## src/rtl/hsvr_pkg.sv

```systemverilog
// Package for the HSV to RGB converter: channel widths, hue sector constants,
// reciprocal constants for the rounding dividers, sector codes and a control struct.
// No dependencies.
`timescale 1ns / 1ps

package hsvr_pkg;

  // Channel width; CH_MAX stands for 1.0
  localparam int CHANNEL_BITS = 8;
  localparam int HUE_BITS     = 15;
  localparam int HUE_SECTOR   = 60 * 64;
  localparam int REM_BITS     = $clog2(HUE_SECTOR);
  // Highest sector number that a hue field can reach
  localparam int SECTOR_LAST  = ((1 << HUE_BITS) - 1) / HUE_SECTOR;

  localparam longint unsigned CH_MAX     = (64'd1 << CHANNEL_BITS) - 64'd1;
  localparam longint unsigned FULL_SCALE = CH_MAX * HUE_SECTOR;
  localparam int FULL_W = CHANNEL_BITS + REM_BITS;

  // Divide by FULL_SCALE: numerator width, reciprocal and its shift
  localparam int QN_W = 2 * CHANNEL_BITS + REM_BITS;
  localparam int KQ   = QN_W + 1;
  localparam longint unsigned RQ = (64'd1 << KQ) / FULL_SCALE;
  localparam int RQ_W = $clog2(RQ + 64'd1);
  localparam longint unsigned HALF_FULL = FULL_SCALE / 2;

  // Divide by CH_MAX
  localparam int PN_W = 2 * CHANNEL_BITS;
  localparam int KP   = PN_W + 1;
  localparam longint unsigned RP = (64'd1 << KP) / CH_MAX;
  localparam int RP_W = $clog2(RP + 64'd1);
  localparam longint unsigned HALF_MAX = CH_MAX / 2;

  typedef logic [CHANNEL_BITS-1:0] chan_t;

  // 60-degree sectors, named by the colors they span
  typedef enum logic [2:0] {
    SEC_R_Y = 3'd0,
    SEC_Y_G = 3'd1,
    SEC_G_C = 3'd2,
    SEC_C_B = 3'd3,
    SEC_B_M = 3'd4,
    SEC_M_R = 3'd5
  } sector_e;

  // Load enables for the two stages of a rounding divider
  typedef struct packed {
    logic est_en;
    logic fix_en;
  } div_en_t;

endpackage

```

## src/rtl/hsvr_hsv_if.sv

```systemverilog
// Input channel of the HSV to RGB converter: valid/ready plus hue, saturation, value.
// Depends on hsvr_pkg.
`timescale 1ns / 1ps

interface hsvr_hsv_if;
  import hsvr_pkg::*;

  logic                valid;
  logic                ready;
  logic [HUE_BITS-1:0] hue;
  chan_t               saturation;
  chan_t               brightness;

  modport source (output valid, hue, saturation, brightness, input ready);
  modport sink   (input valid, hue, saturation, brightness, output ready);
endinterface

```

## src/rtl/hsvr_rgb_if.sv

```systemverilog
// Output channel of the HSV to RGB converter: valid/ready plus red, green, blue.
// Depends on hsvr_pkg.
`timescale 1ns / 1ps

interface hsvr_rgb_if;
  import hsvr_pkg::*;

  logic  valid;
  logic  ready;
  chan_t red;
  chan_t green;
  chan_t blue;

  modport source (output valid, red, green, blue, input ready);
  modport sink   (input valid, red, green, blue, output ready);
endinterface

```

## src/rtl/hsvr_qdiv.sv

```systemverilog
// Two-stage rounding divider by FULL_SCALE: reciprocal estimate, then one-step fix.
// Depends on hsvr_pkg.
`timescale 1ns / 1ps

module hsvr_qdiv (
  input  logic                      clk_i,
  input  hsvr_pkg::div_en_t         en_i,
  input  logic [hsvr_pkg::QN_W-1:0] num_i,
  output hsvr_pkg::chan_t           quo_o
);
  import hsvr_pkg::*;

  logic [QN_W+RQ_W-1:0] est_prod;
  chan_t                est_d, est_q;
  logic [QN_W-1:0]      num_q;
  logic [QN_W-1:0]      back_prod;
  logic [QN_W-1:0]      resid;
  chan_t                quo_d, quo_q;

  // Estimate is the true quotient or one below it
  assign est_prod = (QN_W + RQ_W)'(num_i) * (QN_W + RQ_W)'(RQ);
  assign est_d    = est_prod[KQ +: CHANNEL_BITS];

  always_ff @(posedge clk_i) begin
    if (en_i.est_en) begin
      est_q <= est_d;
      num_q <= num_i;
    end
  end

  assign back_prod = QN_W'(est_q) * QN_W'(FULL_SCALE);
  assign resid     = num_q - back_prod;
  assign quo_d     = est_q + CHANNEL_BITS'(resid >= QN_W'(FULL_SCALE));

  always_ff @(posedge clk_i) begin
    if (en_i.fix_en) begin
      quo_q <= quo_d;
    end
  end

  assign quo_o = quo_q;

endmodule

```

## src/rtl/hsv_to_rgb_converter.sv

```systemverilog
// HSV to RGB converter, six-stage pipeline: hue split, s products, v products,
// reciprocal estimate, rounding fix, sector select into the output register.
// Throughput: one beat per cycle while the receiver holds ready high.
// Reset clears only the stage valid bits; payload registers are not reset.
`timescale 1ns / 1ps

module hsv_to_rgb_converter (
  input  logic clk_i,
  input  logic rst_ni,
  hsvr_hsv_if.sink   hsv_i,
  hsvr_rgb_if.source rgb_o
);
  import hsvr_pkg::*;

  // Stage valid bits and load enables. en[k] loads stage k; en[7] is the
  // downstream ready. A stage loads when it is empty or its beat moves on.
  logic [6:1] vld_q;
  logic [7:1] en;

  always_comb begin
    en[7] = rgb_o.ready;
    for (int k = 6; k >= 1; k--) begin
      en[k] = !vld_q[k] || en[k+1];
    end
  end

  assign hsv_i.ready = en[1];

  always_ff @(posedge clk_i or negedge rst_ni) begin
    if (!rst_ni) begin
      vld_q <= '0;
    end else begin
      if (en[1]) vld_q[1] <= hsv_i.valid;
      for (int k = 2; k <= 6; k++) begin
        if (en[k]) vld_q[k] <= vld_q[k-1];
      end
    end
  end

  // ---------------------------------------------------------------------------
  // Stage 1: split hue into sector and remainder. Sectors past the last real
  // one fold onto the magenta-red mapping but keep their own remainder.
  // ---------------------------------------------------------------------------
  logic [HUE_BITS-1:0] base;
  sector_e             sec_d;
  logic [REM_BITS-1:0] rem_d;

  sector_e             sec_q1;
  logic [REM_BITS-1:0] rem_q1;
  chan_t               sat_q1, val_q1;

  always_comb begin
    base  = '0;
    sec_d = SEC_R_Y;
    for (int k = 1; k <= SECTOR_LAST; k++) begin
      if (hsv_i.hue >= HUE_BITS'(k * HUE_SECTOR)) begin
        base  = HUE_BITS'(k * HUE_SECTOR);
        sec_d = (k >= int'(SEC_M_R)) ? SEC_M_R : sector_e'(3'(k));
      end
    end
    rem_d = REM_BITS'(hsv_i.hue - base);
  end

  always_ff @(posedge clk_i) begin
    if (en[1]) begin
      sec_q1 <= sec_d;
      rem_q1 <= rem_d;
      sat_q1 <= hsv_i.saturation;
      val_q1 <= hsv_i.brightness;
    end
  end

  // ---------------------------------------------------------------------------
  // Stage 2: s*f and s*(1-f) in hue units, and 1-s
  // ---------------------------------------------------------------------------
  logic [FULL_W-1:0] sf_q2, sg_q2;
  chan_t             inv_s_q2, val_q2;
  sector_e           sec_q2;

  always_ff @(posedge clk_i) begin
    if (en[2]) begin
      sf_q2    <= FULL_W'(sat_q1) * FULL_W'(rem_q1);
      sg_q2    <= FULL_W'(sat_q1) * FULL_W'(REM_BITS'(HUE_SECTOR) - rem_q1);
      inv_s_q2 <= CHANNEL_BITS'(CH_MAX) - sat_q1;
      val_q2   <= val_q1;
      sec_q2   <= sec_q1;
    end
  end

  // ---------------------------------------------------------------------------
  // Stage 3: scale by v and add half the divisor for round-to-nearest
  // ---------------------------------------------------------------------------
  logic [FULL_W-1:0] dq, dt;
  logic [QN_W-1:0]   nq_q3, nt_q3;
  logic [PN_W-1:0]   np_q3;
  chan_t             val_q3;
  sector_e           sec_q3;

  assign dq = FULL_W'(FULL_SCALE) - sf_q2;
  assign dt = FULL_W'(FULL_SCALE) - sg_q2;

  always_ff @(posedge clk_i) begin
    if (en[3]) begin
      nq_q3  <= QN_W'(val_q2) * QN_W'(dq) + QN_W'(HALF_FULL);
      nt_q3  <= QN_W'(val_q2) * QN_W'(dt) + QN_W'(HALF_FULL);
      np_q3  <= PN_W'(val_q2) * PN_W'(inv_s_q2) + PN_W'(HALF_MAX);
      val_q3 <= val_q2;
      sec_q3 <= sec_q2;
    end
  end

  // ---------------------------------------------------------------------------
  // Stages 4 and 5: divide. q and t by FULL_SCALE in the divider units,
  // p by CH_MAX inline with the same estimate-then-fix scheme.
  // ---------------------------------------------------------------------------
  div_en_t div_en;
  chan_t   q_val, t_val;

  assign div_en.est_en = en[4];
  assign div_en.fix_en = en[5];

  hsvr_qdiv u_div_q (
    .clk_i (clk_i),
    .en_i  (div_en),
    .num_i (nq_q3),
    .quo_o (q_val)
  );

  hsvr_qdiv u_div_t (
    .clk_i (clk_i),
    .en_i  (div_en),
    .num_i (nt_q3),
    .quo_o (t_val)
  );

  logic [PN_W+RP_W-1:0] p_prod;
  chan_t                p_est_q4;
  logic [PN_W-1:0]      np_q4;
  logic [PN_W-1:0]      p_back, p_resid;
  chan_t                p_q5;
  chan_t                val_q4, val_q5;
  sector_e              sec_q4, sec_q5;

  assign p_prod = (PN_W + RP_W)'(np_q3) * (PN_W + RP_W)'(RP);

  always_ff @(posedge clk_i) begin
    if (en[4]) begin
      p_est_q4 <= p_prod[KP +: CHANNEL_BITS];
      np_q4    <= np_q3;
      val_q4   <= val_q3;
      sec_q4   <= sec_q3;
    end
  end

  assign p_back  = PN_W'(p_est_q4) * PN_W'(CH_MAX);
  assign p_resid = np_q4 - p_back;

  always_ff @(posedge clk_i) begin
    if (en[5]) begin
      p_q5   <= p_est_q4 + CHANNEL_BITS'(p_resid >= PN_W'(CH_MAX));
      val_q5 <= val_q4;
      sec_q5 <= sec_q4;
    end
  end

  // ---------------------------------------------------------------------------
  // Stage 6: place v, p, q, t onto the channels. Zero saturation needs no
  // special path: p, q and t all come out equal to v.
  // ---------------------------------------------------------------------------
  chan_t red_d, green_d, blue_d;
  chan_t red_q, green_q, blue_q;

  always_comb begin
    unique case (sec_q5)
      SEC_R_Y: begin red_d = val_q5; green_d = t_val;  blue_d = p_q5;   end
      SEC_Y_G: begin red_d = q_val;  green_d = val_q5; blue_d = p_q5;   end
      SEC_G_C: begin red_d = p_q5;   green_d = val_q5; blue_d = t_val;  end
      SEC_C_B: begin red_d = p_q5;   green_d = q_val;  blue_d = val_q5; end
      SEC_B_M: begin red_d = t_val;  green_d = p_q5;   blue_d = val_q5; end
      default: begin red_d = val_q5; green_d = p_q5;   blue_d = q_val;  end
    endcase
  end

  always_ff @(posedge clk_i) begin
    if (en[6]) begin
      red_q   <= red_d;
      green_q <= green_d;
      blue_q  <= blue_d;
    end
  end

  assign rgb_o.valid = vld_q[6];
  assign rgb_o.red   = red_q;
  assign rgb_o.green = green_q;
  assign rgb_o.blue  = blue_q;

endmodule

```

## src/flat_wrapper.sv

```systemverilog
// flat-port wrapper written by rule: the top's interface ports become plain ports
module hsv_to_rgb_converter_flat import hsvr_pkg::*;
  (clk_i, rst_ni, hsv_i_valid, hsv_i_hue, hsv_i_saturation, hsv_i_brightness, hsv_i_ready, rgb_o_valid, rgb_o_red, rgb_o_green, rgb_o_blue, rgb_o_ready);
  hsvr_hsv_if hsv_i_i ();
  hsvr_rgb_if rgb_o_i ();
  input  logic clk_i;
  input  logic rst_ni;
  input wire logic [$bits(hsv_i_i.valid)-1:0] hsv_i_valid;
  input wire logic [$bits(hsv_i_i.hue)-1:0] hsv_i_hue;
  input wire logic [$bits(hsv_i_i.saturation)-1:0] hsv_i_saturation;
  input wire logic [$bits(hsv_i_i.brightness)-1:0] hsv_i_brightness;
  output wire logic [$bits(hsv_i_i.ready)-1:0] hsv_i_ready;
  output wire logic [$bits(rgb_o_i.valid)-1:0] rgb_o_valid;
  output wire logic [$bits(rgb_o_i.red)-1:0] rgb_o_red;
  output wire logic [$bits(rgb_o_i.green)-1:0] rgb_o_green;
  output wire logic [$bits(rgb_o_i.blue)-1:0] rgb_o_blue;
  input wire logic [$bits(rgb_o_i.ready)-1:0] rgb_o_ready;
  assign hsv_i_i.valid = hsv_i_valid;
  assign hsv_i_i.hue = hsv_i_hue;
  assign hsv_i_i.saturation = hsv_i_saturation;
  assign hsv_i_i.brightness = hsv_i_brightness;
  assign hsv_i_ready = hsv_i_i.ready;
  assign rgb_o_valid = rgb_o_i.valid;
  assign rgb_o_red = rgb_o_i.red;
  assign rgb_o_green = rgb_o_i.green;
  assign rgb_o_blue = rgb_o_i.blue;
  assign rgb_o_i.ready = rgb_o_ready;
  hsv_to_rgb_converter u_core (.clk_i(clk_i), .rst_ni(rst_ni), .hsv_i(hsv_i_i), .rgb_o(rgb_o_i));
endmodule
```

## config.mk

```make
export PLATFORM = sky130hd
export DESIGN_NAME = hsv_to_rgb_converter_flat
export DESIGN_NICKNAME = d
export VERILOG_FILES = /design/src/rtl/hsvr_pkg.sv /design/src/rtl/hsvr_hsv_if.sv /design/src/rtl/hsvr_rgb_if.sv /design/src/rtl/hsvr_qdiv.sv /design/src/rtl/hsv_to_rgb_converter.sv /design/src/flat_wrapper.sv
export SDC_FILE = /design/constraint.sdc
export NUM_CORES = 2
export LEC_CHECK = 0
export BUFFER_PORTS_ARGS = -buffer_cell sky130_fd_sc_hd__buf_2
export CAP_MARGIN = 20
export CORE_MARGIN = 2
export CORE_UTILIZATION = 60
export CTS_BUF_LIST = sky130_fd_sc_hd__clkbuf_4 sky130_fd_sc_hd__clkbuf_8
export CTS_CLUSTER_DIAMETER = 150
export DETAILED_ROUTE_END_ITERATION = 10
export PLACE_DENSITY = 0.79
export SYNTH_ARGS = -nofsm -noshare
export SYNTH_HDL_FRONTEND = slang
export SYNTH_SLANG_ARGS = --single-unit
```

## constraint.sdc

```tcl
create_clock -name clk_i -period 6.5 [get_ports clk_i]
set_input_delay 0.325 -clock clk_i [delete_from_list [all_inputs] [get_ports clk_i]]
set_output_delay 0.325 -clock clk_i [all_outputs]
set_load 0.02 [all_outputs]
```

==> reports/qor.csv <==
stage;metric;value;unit
routing;drtIter0Drc;1458;
sta;finalClockSkew;0.0346;ns
sta;fin_tns_setup;-0.696;ns
yosys;synthTopCellsByCount;892 x inv_1, 609 x ha_1, 540 x fa_1, 374 x nand2_1, 321 x edfxtp_1;
sta;worstMarginPinSlew;0.964;ns
sta;min_period;6.64;ns
yosys;ys_warn_count;0;
routing;antenna_left;0;
global_routing;grt_max_degree;60;
global_routing;track_usage;0.241;
global_routing;grt_pass1_vias;31345;
final_layout;instances_no_fill;5468;
floorplan;die-area;73600;um^2
yosys;synth.cell_area;42900;um^2
cts;numCtsBuffers;59;
global_routing;grt_pass1_wl;147000;um
yosys;synth_top_area_frac;0.252;
critical_path;timing_worst_setup_path_type;flop to flop;
final_layout;drive_above_1_share;0.0976;
outcome;status;finished with violations;
yosys;synth_most_common_cell;inv_1;
floorplan;initial_core_util;0.609;
cts;cts.reportedPaths.clkPinSlew;0.06;ns
critical_path;crit_required;6.95;ns
cts;cts.sinks;327;
sta;slew_viol_final;0;
sta;slew_headroom;0.355;
floorplan;io_pins;61;
final_layout;ff_latch_area;9790;um^2
routing;routed_via_density;5.45;
yosys;synthCells;4274;
yosys;avgSynthCellArea;10.0;um^2
worst_hold_path;min_path_type;input pin to flop;
yosys;synth_fp_nets;5458;
yosys;synth_edf_count;321;
critical_path;arrival;7.09;ns
floorplan;rows;97;
routing;wl_per_cell;15.8;um
yosys;synth_cell_types;78;
floorplan;die_y;271;um
critical_path;worstPathMaxFanout;5;
placed_design;port_buffers;60;
routing;wl;86200;um
routing;dr_total_vias;29796;
placed_design;gp_congestion;0.904;
cts;worstSkewPairLatency;0.72;ns
sta;hold_slack;0.130;ns
routing;drt_pass1_iterations;5;
cts;clockBufferDepth;3;
yosys;yosysTopAreaCell;fa_1;
yosys;ys_ff_latch;327;
sta;hold_violations;0;
sta;rsz0062_at_grt;yes;
sta;finalCritPeriodShare;1.02;
final_layout;fillers;5198;
floorplan;die_w;271;um
global_routing;grt_overflow;0;
global_routing;grt_antenna_before_repair;4;
sta;finalSetupViolCount;7;
placed_design;dp_cells;5304;
final_layout;multiInputGateArea;29900;um^2
critical_path;reg2regPathDepth;26;
critical_path;ff2ff_setup_slack;-0.14;ns
final_layout;nNetsFinal;5665;
routing;drcViolationCount;0;
worst_hold_path;whs_path_depth;2;
yosys;ys.flop_type;edfxtp_1;
flow_run;maxCapViolCount;0;
yosys;yosysSeqAreaShare;0.228;
outcome;violations;negative setup slack;
floorplan;core-area;70400;um^2
critical_path;crit_path_start_kind;flop;
final_layout;synthToLayoutAreaGrowth;10.3;%
placed_design;dp_worst_setup_slack;-0.221;ns
yosys;synthTopCellsByArea;fa_1 25%, edfxtp_1 22%, ha_1 18%;
placed_design;hpwl;68800;um
cts;h-tree-depth;2;
yosys;async_reset_ff_frac;0.0183;
cts;clock-root-buffer;clkbuf_8;
sta;fmax;0.151;GHz
sta;fin_ws;-0.141;ns
critical_path;critPathCaptureType;flop;
cts;cts_tree;done;
[registers in the layout, summed over array words and instances, names as in the netlist, 12 cells and up]
| signal | count |
|---|---|
| u_core.nt_q3 | 28 |
| u_core.rem_q1 | 12 |
| u_core.u_div_q.num_q | 20 |
| u_core.np_q3 | 16 |
| u_core.nq_q3 | 27 |
| u_core.u_div_t.num_q | 20 |
| u_core.sf_q2 | 19 |
| u_core.np_q4 | 16 |
| u_core.sg_q2 | 20 |
[placed cells by master (no fill, tap or decap), types with 19 or more instances in the layout]
master,n
a21o_1,36
clkbuf_8,59
dlygate4sd3_1,29
fa_1,536
and3_1,20
and2_1,262
xnor2_1,153
mux2i_1,24
buf_4,141
nor3_1,47
a211oi_1,32
nand2b_1,28
mux2_2,22
nor2b_1,41
nand2_1,370
ha_4,19
o21ai_0,63
buf_2,60
nand3_1,48
inv_1,878
edfxtp_1,321
ha_1,586
a21oi_1,129
nor2_1,156
xor2_1,70
o21a_1,29
[metal layers]
layer | GRT usage | vias to the layer above | wire length, um
met5 | 0 | - | 13
met4 | 0.0840 | 2 | 2950
met3 | 0.0281 | 205 | 4000
met2 | 0.420 | 707 | 43000
met1 | 0.310 | 14629 | 36300
li1 | - | 14253 | -
[through the flow]
stage	instance area [um^2]	utilization
3_3_place_gp	44900	0.638
2_1_floorplan	42900	-
5_1_grt	47300	0.671
3_5_place_dp	44900	0.638
4_1_cts	46600	0.662
6_report	47300	0.671
[logic make-up (layout without fill, tap and decap cells)]
family          Yosys count  count (layout)  synth area share
mux                      46              46            0.0114
other cells               0               1                 0
flops                   327             327             0.228
fa+ha+maj              1149            1149             0.430
simple gates           1073            1073             0.124
compound gates          465             465            0.0717
xor+xnor                231             231            0.0478
buf+inv                 983            1236            0.0861
[path summary, 6_finish.rpt]
path	from	end
setup reg to reg	u_core.u_div_q.est_q[2]	u_core.u_div_q.quo_o[6]
min in group asynchronous	rst_ni	u_core.vld_q[2]
setup / recovery	u_core.u_div_q.est_q[2]	u_core.u_div_q.quo_o[6]
hold / removal	hsv_i_hue[10]	u_core.sec_q1[2]
hold reg to reg	u_core.val_q3[0]	u_core.val_q4[0]
max in group asynchronous	rst_ni	u_core.vld_q[4]
[what timing repair did]
item	in CTS	in global routing
endpoints found under the setup margin	13	35
buffers inserted	3	24
endpoints found under the hold margin	32	0
gates resized for setup	16	96
pin swaps	16	80
hold buffers	29	0
[critical path, cell delays in order (launching register included)]
cell,delay [ns]
edfxtp_1,0.51
fa_2,0.51
buf_4,0.17
fa_1,0.49
fa_1,0.49
inv_1,0.05
fa_1,0.49
inv_1,0.06
ha_1,0.30
and3_1,0.20
a21oi_2,0.13
o21ai_2,0.09
o41ai_2,0.41
xor2_1,0.19
ha_1,0.26
o21a_1,0.20
nor2_2,0.12
xnor2_2,0.15
or3_1,0.13
mux2i_1,0.08
nor4_2,0.33
o2111ai_1,0.17
a211o_1,0.33
ha_2,0.19
and2_4,0.18
nand4_1,0.09
xnor2_1,0.07
[layout make-up]
cell class / count / area share
Antenna cell: 1 / 0.0000530
Multi-Input combinational cell: 2964 / 0.634
Clock buffer: 68 / 0.0186
Timing Repair Buffer: 235 / 0.0361
Clock inverter: 39 / 0.00855
Sequential cell: 327 / 0.207
Inverter: 894 / 0.0710
Tap cell: 940 / 0.0249
Power is not shown: default switching activity piles up to over one toggle a cycle in this logic, so the estimate is an artifact.
